File: src/rtl/wsl_pkg.sv
package wsl_pkg;

  localparam int unsigned RPM_W      = 16;
  localparam int unsigned SLIP_W     = 15;
  localparam int unsigned CFG_IDX_W  = 3;
  localparam int unsigned CFG_DATA_W = 16;
  localparam int unsigned STEP_W     = 5;
  localparam int unsigned PROD_W     = 32;

  localparam logic [RPM_W-1:0] SLIP_SCALE = 16'd25600;

  typedef enum logic [CFG_IDX_W-1:0] {
    CFG_GPS_MODE       = 3'd0,
    CFG_TIRE_CIRC      = 3'd1,
    CFG_SECOND_THRESH  = 3'd2,
    CFG_MIN_VEH_RPM    = 3'd3,
    CFG_SLIP_THRESH    = 3'd4,
    CFG_MIN_GPS_SPEED  = 3'd5
  } cfg_idx_t;

  typedef struct packed {
    logic              gps_mode;
    logic [RPM_W-1:0]  tire_circumference;
    logic [RPM_W-1:0]  second_speed_threshold;
    logic [RPM_W-1:0]  min_vehicle_rpm;
    logic [SLIP_W-1:0] slip_threshold;
    logic [RPM_W-1:0]  min_gps_speed;
  } cfg_t;

  typedef struct packed {
    logic              start;
    logic [RPM_W-1:0]  rem_init;
    logic [RPM_W-1:0]  dividend;
    logic [RPM_W-1:0]  divisor;
    logic [STEP_W-1:0] steps;
  } div_req_t;

endpackage

File: src/rtl/wsl_cfg.sv
module wsl_cfg (
  input  logic                             clk,
  input  logic                             rst,
  input  logic                             cfg_write,
  input  logic [wsl_pkg::CFG_IDX_W-1:0]    cfg_index,
  input  logic [wsl_pkg::CFG_DATA_W-1:0]   cfg_data,
  output wsl_pkg::cfg_t                    cfg
);

  always_ff @(posedge clk) begin
    if (rst) begin
      cfg <= '0;
    end else if (cfg_write) begin
      case (wsl_pkg::cfg_idx_t'(cfg_index))
        wsl_pkg::CFG_GPS_MODE:      cfg.gps_mode <= cfg_data[0];
        wsl_pkg::CFG_TIRE_CIRC:     cfg.tire_circumference <= cfg_data;
        wsl_pkg::CFG_SECOND_THRESH: cfg.second_speed_threshold <= cfg_data;
        wsl_pkg::CFG_MIN_VEH_RPM:   cfg.min_vehicle_rpm <= cfg_data;
        wsl_pkg::CFG_SLIP_THRESH:   cfg.slip_threshold <= cfg_data[wsl_pkg::SLIP_W-1:0];
        wsl_pkg::CFG_MIN_GPS_SPEED: cfg.min_gps_speed <= cfg_data;
        default: ;
      endcase
    end
  end

endmodule

File: src/rtl/wsl_div.sv
module wsl_div (
  input  logic                        clk,
  input  logic                        rst,
  input  wsl_pkg::div_req_t           req,
  output logic                        done,
  output logic [wsl_pkg::RPM_W-1:0]   quotient
);

  logic                          busy;
  logic [wsl_pkg::STEP_W-1:0]    cnt;
  logic [wsl_pkg::RPM_W-1:0]     rem;
  logic [wsl_pkg::RPM_W-1:0]     dsh;
  logic [wsl_pkg::RPM_W-1:0]     dvs;
  logic [wsl_pkg::RPM_W-1:0]     quo;
  logic [wsl_pkg::RPM_W:0]       trial;
  logic [wsl_pkg::RPM_W:0]       diff;
  logic                          ge;

  always_comb begin
    trial = {rem, dsh[wsl_pkg::RPM_W-1]};
    diff  = trial - {1'b0, dvs};
    ge    = trial >= {1'b0, dvs};
  end

  always_ff @(posedge clk) begin
    if (rst) begin
      busy <= 1'b0;
      done <= 1'b0;
      cnt  <= '0;
    end else begin
      done <= 1'b0;
      if (req.start) begin
        busy <= 1'b1;
        cnt  <= req.steps;
      end else if (busy) begin
        cnt <= cnt - 1'b1;
        if (cnt == wsl_pkg::STEP_W'(1)) begin
          busy <= 1'b0;
          done <= 1'b1;
        end
      end
    end
  end

  always_ff @(posedge clk) begin
    if (req.start) begin
      rem <= req.rem_init;
      dsh <= req.dividend;
      dvs <= req.divisor;
      quo <= '0;
    end else if (busy) begin
      rem <= ge ? diff[wsl_pkg::RPM_W-1:0] : trial[wsl_pkg::RPM_W-1:0];
      dsh <= {dsh[wsl_pkg::RPM_W-2:0], 1'b0};
      quo <= {quo[wsl_pkg::RPM_W-2:0], ge};
    end
  end

  assign quotient = quo;

endmodule

File: src/rtl/wheel_slip_traction_limiter.sv
// Wheel slip traction limiter.
// Input channel (in_valid/in_stall) carries one sample: engine, drive-wheel and
// reference-wheel RPM, GPS fix, ground speed and GPS-equivalent RPM. Output channel
// (out_valid/out_stall) returns one result per sample: main_drive, second_drive,
// slip_percent (Q7.8) and speed_ratio (Q8.8, saturating).
// Configuration is a write-only port (cfg_write, cfg_index, cfg_data); write it
// only while no sample is in flight.
// Per sample, one shared 16x16 multiplier makes a pass each for the wheel speed
// and the slip numerator, then a one-bit-per-cycle restoring divider runs 15 steps
// for slip and 16 for the ratio. A divider run is skipped when slip is zero or
// held, and when the ratio is zero or saturates. in_stall stays high while a
// sample is in work, so a new sample is taken only once the sequencer is idle.
// Results sit in an output register; the next sample is taken while a result
// waits. If the previous result is still stalled when a new one is ready, the
// sequencer holds until the output register frees.
// Synchronous reset clears configuration, held vehicle RPM and held slip, and
// empties the output register.
module wheel_slip_traction_limiter (
  input  logic                              clk,
  input  logic                              rst,
  input  logic                              cfg_write,
  input  logic [wsl_pkg::CFG_IDX_W-1:0]     cfg_index,
  input  logic [wsl_pkg::CFG_DATA_W-1:0]    cfg_data,
  input  logic                              in_valid,
  output logic                              in_stall,
  input  logic [wsl_pkg::RPM_W-1:0]         engine_rpm,
  input  logic [wsl_pkg::RPM_W-1:0]         drive_wheel_rpm,
  input  logic [wsl_pkg::RPM_W-1:0]         reference_wheel_rpm,
  input  logic                              gps_has_fix,
  input  logic [wsl_pkg::RPM_W-1:0]         ground_speed,
  input  logic [wsl_pkg::RPM_W-1:0]         gps_equivalent_rpm,
  output logic                              out_valid,
  input  logic                              out_stall,
  output logic                              main_drive,
  output logic                              second_drive,
  output logic [wsl_pkg::SLIP_W-1:0]        slip_percent,
  output logic [wsl_pkg::RPM_W-1:0]         speed_ratio
);

  typedef enum logic [7:0] {
    S_IDLE       = 8'b0000_0001,
    S_SPEED      = 8'b0000_0010,
    S_SLIP_MUL   = 8'b0000_0100,
    S_SLIP_DIV   = 8'b0000_1000,
    S_SLIP_WAIT  = 8'b0001_0000,
    S_RATIO      = 8'b0010_0000,
    S_RATIO_WAIT = 8'b0100_0000,
    S_FINISH     = 8'b1000_0000
  } state_t;

  state_t state, state_next;

  wsl_pkg::cfg_t     cfg;
  wsl_pkg::div_req_t div_req;
  logic              div_done;
  logic [wsl_pkg::RPM_W-1:0] div_quo;

  logic [wsl_pkg::RPM_W-1:0]  tire;
  logic [wsl_pkg::RPM_W-1:0]  refw;
  logic [wsl_pkg::RPM_W-1:0]  gspeed;
  logic                       fix;
  logic                       upd;
  logic                       second;
  logic [wsl_pkg::RPM_W-1:0]  held_veh;
  logic [wsl_pkg::SLIP_W-1:0] held_slip;
  logic [wsl_pkg::RPM_W-1:0]  ratio;
  logic [wsl_pkg::PROD_W-1:0] prod;

  logic                       in_xfer;
  logic                       out_load;
  logic                       main_on;
  logic [wsl_pkg::RPM_W-1:0]  in_tire;
  logic [wsl_pkg::RPM_W-1:0]  mul_a;
  logic [wsl_pkg::RPM_W-1:0]  mul_b;
  logic [26:0]                thr_scaled;
  logic                       veh_lt_tire;
  logic                       ratio_sat;

  wsl_cfg u_cfg (
    .clk       (clk),
    .rst       (rst),
    .cfg_write (cfg_write),
    .cfg_index (cfg_index),
    .cfg_data  (cfg_data),
    .cfg       (cfg)
  );

  wsl_div u_div (
    .clk      (clk),
    .rst      (rst),
    .req      (div_req),
    .done     (div_done),
    .quotient (div_quo)
  );

  assign in_stall = (state != S_IDLE);
  assign in_xfer  = in_valid && !in_stall;
  assign out_load = (state == S_FINISH) && (!out_valid || !out_stall);

  always_comb begin
    in_tire     = (engine_rpm > drive_wheel_rpm) ? engine_rpm : drive_wheel_rpm;
    veh_lt_tire = held_veh < tire;
    ratio_sat   = {8'b0, tire} >= {held_veh, 8'b0};
    thr_scaled  = ({11'b0, cfg.second_speed_threshold} << 10) +
                  ({11'b0, cfg.second_speed_threshold} << 5);
    main_on     = upd && (held_slip > cfg.slip_threshold) &&
                  !(gspeed < cfg.min_gps_speed);
    if (state == S_SPEED) begin
      mul_a = cfg.tire_circumference;
      mul_b = refw;
    end else begin
      mul_a = wsl_pkg::SLIP_SCALE;
      mul_b = tire - held_veh;
    end
  end

  always_comb begin
    state_next = state;
    div_req    = '0;
    case (state)
      S_IDLE:      if (in_xfer) state_next = S_SPEED;
      S_SPEED:     state_next = S_SLIP_MUL;
      S_SLIP_MUL:  state_next = (upd && veh_lt_tire) ? S_SLIP_DIV : S_RATIO;
      S_SLIP_DIV: begin
        div_req.start    = 1'b1;
        div_req.rem_init = prod[30:15];
        div_req.dividend = {prod[14:0], 1'b0};
        div_req.divisor  = tire;
        div_req.steps    = wsl_pkg::STEP_W'(wsl_pkg::SLIP_W);
        state_next       = S_SLIP_WAIT;
      end
      S_SLIP_WAIT: if (div_done) state_next = S_RATIO;
      S_RATIO: begin
        if (held_veh == '0 || ratio_sat) begin
          state_next = S_FINISH;
        end else begin
          div_req.start    = 1'b1;
          div_req.rem_init = {8'b0, tire[15:8]};
          div_req.dividend = {tire[7:0], 8'b0};
          div_req.divisor  = held_veh;
          div_req.steps    = wsl_pkg::STEP_W'(wsl_pkg::RPM_W);
          state_next       = S_RATIO_WAIT;
        end
      end
      S_RATIO_WAIT: if (div_done) state_next = S_FINISH;
      S_FINISH:    if (out_load) state_next = S_IDLE;
      default:     state_next = S_IDLE;
    endcase
  end

  always_ff @(posedge clk) begin
    if (rst) begin
      state     <= S_IDLE;
      held_veh  <= '0;
      held_slip <= '0;
      out_valid <= 1'b0;
    end else begin
      state <= state_next;
      if (in_xfer) begin
        if (!cfg.gps_mode) begin
          held_veh <= (reference_wheel_rpm > cfg.min_vehicle_rpm) ?
                      reference_wheel_rpm : cfg.min_vehicle_rpm;
        end else if (gps_has_fix) begin
          held_veh <= gps_equivalent_rpm;
        end
      end
      if (state == S_SLIP_MUL && upd && !veh_lt_tire) held_slip <= '0;
      if (state == S_SLIP_WAIT && div_done) held_slip <= div_quo[wsl_pkg::SLIP_W-1:0];
      if (out_load) begin
        out_valid <= 1'b1;
      end else if (!out_stall) begin
        out_valid <= 1'b0;
      end
    end
  end

  always_ff @(posedge clk) begin
    if (in_xfer) begin
      tire   <= in_tire;
      refw   <= reference_wheel_rpm;
      gspeed <= ground_speed;
      fix    <= gps_has_fix;
      upd    <= !cfg.gps_mode || gps_has_fix;
    end
    if (state == S_SPEED || state == S_SLIP_MUL) begin
      prod <= wsl_pkg::PROD_W'(mul_a) * wsl_pkg::PROD_W'(mul_b);
    end
    if (state == S_SLIP_MUL) begin
      second <= cfg.gps_mode ? (fix && (gspeed < cfg.second_speed_threshold)) :
                               (prod < {5'b0, thr_scaled});
    end
    if (state == S_RATIO) ratio <= (held_veh == '0) ? '0 : '1;
    if (state == S_RATIO_WAIT && div_done) ratio <= div_quo;
    if (out_load) begin
      main_drive   <= main_on;
      second_drive <= second;
      slip_percent <= held_slip;
      speed_ratio  <= ratio;
    end
  end

  a_accept_starts: assert property (@(posedge clk) disable iff (rst)
    in_xfer |=> state == S_SPEED)
    else $error("accepted sample did not start the sequence");

  a_slip_range: assert property (@(posedge clk) disable iff (rst)
    held_slip <= wsl_pkg::SLIP_SCALE[wsl_pkg::SLIP_W-1:0])
    else $error("held slip out of range");

  a_div_done_waited: assert property (@(posedge clk) disable iff (rst)
    div_done |-> (state == S_SLIP_WAIT || state == S_RATIO_WAIT))
    else $error("divider finished with no one waiting");

  a_zero_vehicle_ratio: assert property (@(posedge clk) disable iff (rst)
    (out_load && held_veh == '0) |=> speed_ratio == '0)
    else $error("nonzero ratio for zero vehicle RPM");

endmodule

File: config.mk
export PLATFORM = sky130hd
export DESIGN_NAME = wheel_slip_traction_limiter
export DESIGN_NICKNAME = d
export VERILOG_FILES = /design/src/rtl/wsl_pkg.sv /design/src/rtl/wsl_cfg.sv /design/src/rtl/wsl_div.sv /design/src/rtl/wheel_slip_traction_limiter.sv
export SDC_FILE = /design/constraint.sdc
export NUM_CORES = 1
export LEC_CHECK = 0
export BUFFER_PORTS_ARGS = -buffer_cell sky130_fd_sc_hd__buf_2
export CORE_AREA = 3 3 256 447
export CTS_CLUSTER_DIAMETER = 40
export DETAILED_ROUTE_END_ITERATION = 8
export DIE_AREA = 0 0 259 450
export GPL_TIMING_DRIVEN = 0
export PLACE_DENSITY = 0.49
export SYNTH_ARGS = -nofsm -noshare
export SYNTH_HDL_FRONTEND = slang
export SYNTH_SLANG_ARGS = --single-unit
File: constraint.sdc
create_clock -name clk -period 7.9 [get_ports clk]
set_input_delay 0 -clock clk [delete_from_list [all_inputs] [get_ports clk]]
set_output_delay 0 -clock clk [all_outputs]
set_load 0.05 [all_outputs]
==> summary.md <==
| Metric | Value |
|---|---|
| CTS tree | built |
| Slowest cell on crit path | fa_1 |
| CP dominant cell by count | fa_1 |
| Crit Path Class | flip-flop to flip-flop |
| CP Launch Type | flip-flop |
| All-Layer GR Usage | 0.1628 |
| Detailed Route WL | 95750 um |
| Synth async-reset ratio | 0 |
| Via count | 20800 |
| Fmax | 131.3 MHz |
| Area share of xor/xnor cells in the synthesized design | 0.02195 |
| Ys flop type | edfxtp_1 |
| Core Rows | approximately 160 |
| CORE AREA | 0.1113 mm^2 |
| # setup viols final | 0 |
| Mapped Avg Cell Area | 9.408 um^2 |
| DRT iter0 DRCs | 1127 |
| H-tree levels | 2 |
| Fraction of layout cells with a size suffix above 1 | 0.1183 |
| Required time of the critical path | 8.20 ns |
| Number of global-route vias before repair | 22010 |
| Die width | 259 um |
| Maximum clock insertion buffer count | 3 |
| Tcrit/Tclk final | 0.9644 |
| Largest family of logic cells by synthesized area | adder cells |
| CTS buffer count | 37 |
| Tightest Hold Check Type | primary input to flip-flop |
| Max IR drop VDD | around 300 uV |
| First-pass GRT wire length | 140400 um |
| Synth area leader | edfxtp_1 |
| Max-Cap Viols | 0 |
| Fin nets | about 3600 |
| Synth area leaders | edfxtp_1 21%, fa_1 15%, ha_1 13%, dfxtp_1 11%, nand2_1 6.0% |
| Synth unique cells | 81 |
| Mux contribution to synthesized area | 0.02440 |
| P&R area growth vs syn | 21.24% |
| Largest net degree at the start of global routing | 34 |
| Max Slew Vio Count | 0 |
| Synth Area in Simple Gates | 0.1471 |
| Cell Area, Synth | approximately 0.026 mm^2 |
| Clock root cell | clkbuf_16 |
| Final core occ | 0.2782 |
| Seq cells post-synth | 322 |
| I/O pin total | 140 |
| CP Max Fanout | 6 |
| Status | completed |
| Reg clk slew, reported paths | 0.06 ns |
| YS warnings | 0 |
| Mapped Cells | 2714 |
| Starting Density | 0.2295 |
| First-pass iteration count of the detailed router | 5 |
| Grt ovf | 0 |
| WL/cell | 21.18 um |
| Via density | 4.601 |
| Sequential area share after synthesis | 0.3226 |
| Power per cell area | 278.9 mW/mm^2 |
| Count of final hold-check violations | 0 |
| Post-synth EDFFs | about 180 |
| Dpl cells | 4332 |
| Synth Area in Adders | 0.2799 |
| DR DRC count | 0 |
| Initial antenna violation count | 1 |
| Chip Height | 450 um |
| Top-area cell type share of the netlist area | 0.2105 |
| Worst clock skew | 0.03676 ns |
| FILL cells | approximately 12000 |
| Top delay family on crit path | adder cells |
| Number of standard cells in the final layout excluding fillers | 4521 |
| CP arrival | 7.92 ns |
| Buf+Inv Stages, Crit Path | 4 |
| Clk Latency, worst-skew pair | 0.58 ns |
| Final HPWL DP | 79010 um |
| Input/output buffers | 138 |
| CTS Sinks | 322 |
| Relative slew slack | 0.09294 |
| Leak | 0.01318 uW |
| Tightest Pin Transition | 1.326 ns |
| Synth Area in Compound Gates | 0.1300 |
| Final GP Congestion | 0.9839 |
| Die area | 0.1166 mm^2 |
| Post-DRT Antenna Nets | 0 |
| CP peak stage delay | 0.56 ns |
| CP Capture Type | flip-flop |
| Fin crit period | 7.619 ns |
| Post-synth net total | roughly 3300 |
==> cells in the mapped netlist (all sizes together), types with 4 or more instances <==
library cell and instances:
o41ai 6, nor2b 20, or4 5, o22ai 4
clkbuf 82, nor4 7, nand3b 7, o21bai 8
xnor2 42, nor2 93, dfxtp 143, fa 197
nand2 410, o21a 13, nor4b 4, or2 7
o21ai 129, buf 36, mux2i 45, a21o 50
or3b 6, and3 110, nand4 22, a211oi 10
a2111oi 4, a21oi 209, and2 21, nor3 21
a31oi 9, a311oi 4, xor2 22, ha 256
a22o 33, mux2 15, o211ai 13, edfxtp 179
o31ai 5, nor3b 5, nand2b 17, a22oi 15
nand3 23, inv 368
==> layer usage <==
layer	track usage	wire (um)	vias to the layer above
li1	-	-	9810
met1	0.1528	31200	10180
met2	0.3179	52640	553
met3	0.01472	2960	259
met4	0.1262	8944	0
met5	0	0	-
==> cell usage in the layout (no fill, tap or decap), types with 20 or more instances in the layout <==
master	n
xnor2_1	42
ha_1	244
nand2_1	410
buf_4	28
dlygate4sd3_1	105
a21oi_1	198
clkbuf_16	37
buf_2	153
nand3_1	23
a21o_1	50
edfxtp_1	179
mux2i_1	44
inv_1	364
nor2_1	90
dfxtp_1	139
nor2b_1	20
xor2_1	22
fa_1	197
nand4_1	22
o21ai_0	112
and3_1	110
a22o_1	33
clkbuf_1	76
==> final timing paths <==
kind                                  startpoint             end  slack, ns  depth (start not counted)
worst max register to register           tire[0]        prod[29]       0.28                         27
worst max-delay path                     tire[0]        prod[29]       0.28                         27
worst min register to register          ratio[8]  speed_ratio[8]       0.42                          0
worst min-delay path            ground_speed[11]      gspeed[11]       0.14                          2
==> worst reg2reg max path: cells and delay by family, from the launching register on <==
family	cells	cell delay, ns
fa+ha+maj	9	4.08
mux	1	0.20
xor+xnor	1	0.17
buf+inv	4	0.21
compound gates	9	1.48
flops	1	0.46
simple gates	3	0.73
==> power breakdown <==
part           internal [uW]  leakage, uW  total (uW)  switching [uW]
Clock                   1020     0.000606        1790             771
Combinational           1870      0.00982        4660            2780
Sequential              2020      0.00276        2190             170
==> area by class of cell <==
cell class                      count  area, um^2  area share
Inverter                          368        1386     0.04478
Timing Repair Buffer              267        1957     0.06321
Multi-Input combinational cell   1906       15700      0.5070
Antenna cell                        3       7.507   0.0002425
Sequential cell                   322        8243      0.2663
Buffer                            111       555.5     0.01795
Tap cell                         1476        1847     0.05966
Clock inverter                     20       267.8    0.008649
Clock buffer                       48       997.2     0.03221
==> sequential cells by signal, indices dropped and copies added, names as in the netlist <==
name / cells
u_cfg.cfg: 80
prod: 32
gspeed: 16
held_veh: 16
ratio: 16
refw: 16
speed_ratio: 16
tire: 16
u_div.dvs: 16
u_div.quotient: 16
u_div.rem: 16
held_slip: 15
slip_percent: 15
u_div.dsh: 15
state: 8
u_div.cnt: 5
fix: 1
main_drive: 1
out_valid: 1
second: 1
second_drive: 1
u_div.busy: 1
u_div.done: 1
upd: 1
==> through the flow <==
| stage | setup TNS [ns] | instance area [um^2] | hold slack [ns] | total power (uW) | setup slack, ns |
|---|---|---|---|---|---|
| 2_1_floorplan | 0 | 25530 | 0.09887 | 5142 | 0.7237 |
| 3_3_place_gp | -13.76 | 28070 | 0.1762 | 6546 | -1.360 |
| 3_5_place_dp | -9.932 | 28160 | 0.1783 | 6561 | -1.042 |
| 4_1_cts | -0.03482 | 30680 | 0.09575 | 8556 | -0.03482 |
| 5_1_grt | -0.005584 | 30950 | 0.1273 | 9348 | -0.004749 |
| 6_report | 0 | 30960 | 0.1357 | 8635 | 0.2810 |
==> cell families after synthesis <==
family	count (synthesis)
adder cells (fa/ha/maj)	453
AO/OA/AOI/OAI	537
AND/OR/NAND/NOR	792
multiplexers	60
XOR/XNOR	64
buffers and inverters	486
flip-flops	322
==> repair_timing <==
item,4_1_cts,5_1_grt
pin swaps,6,12
hold endpoints to repair,190,0
gates resized for setup,50,55
hold buffers,105,0
setup endpoints to repair,19,12
buffers inserted,10,10
Power figures use the tool's default switching activity.
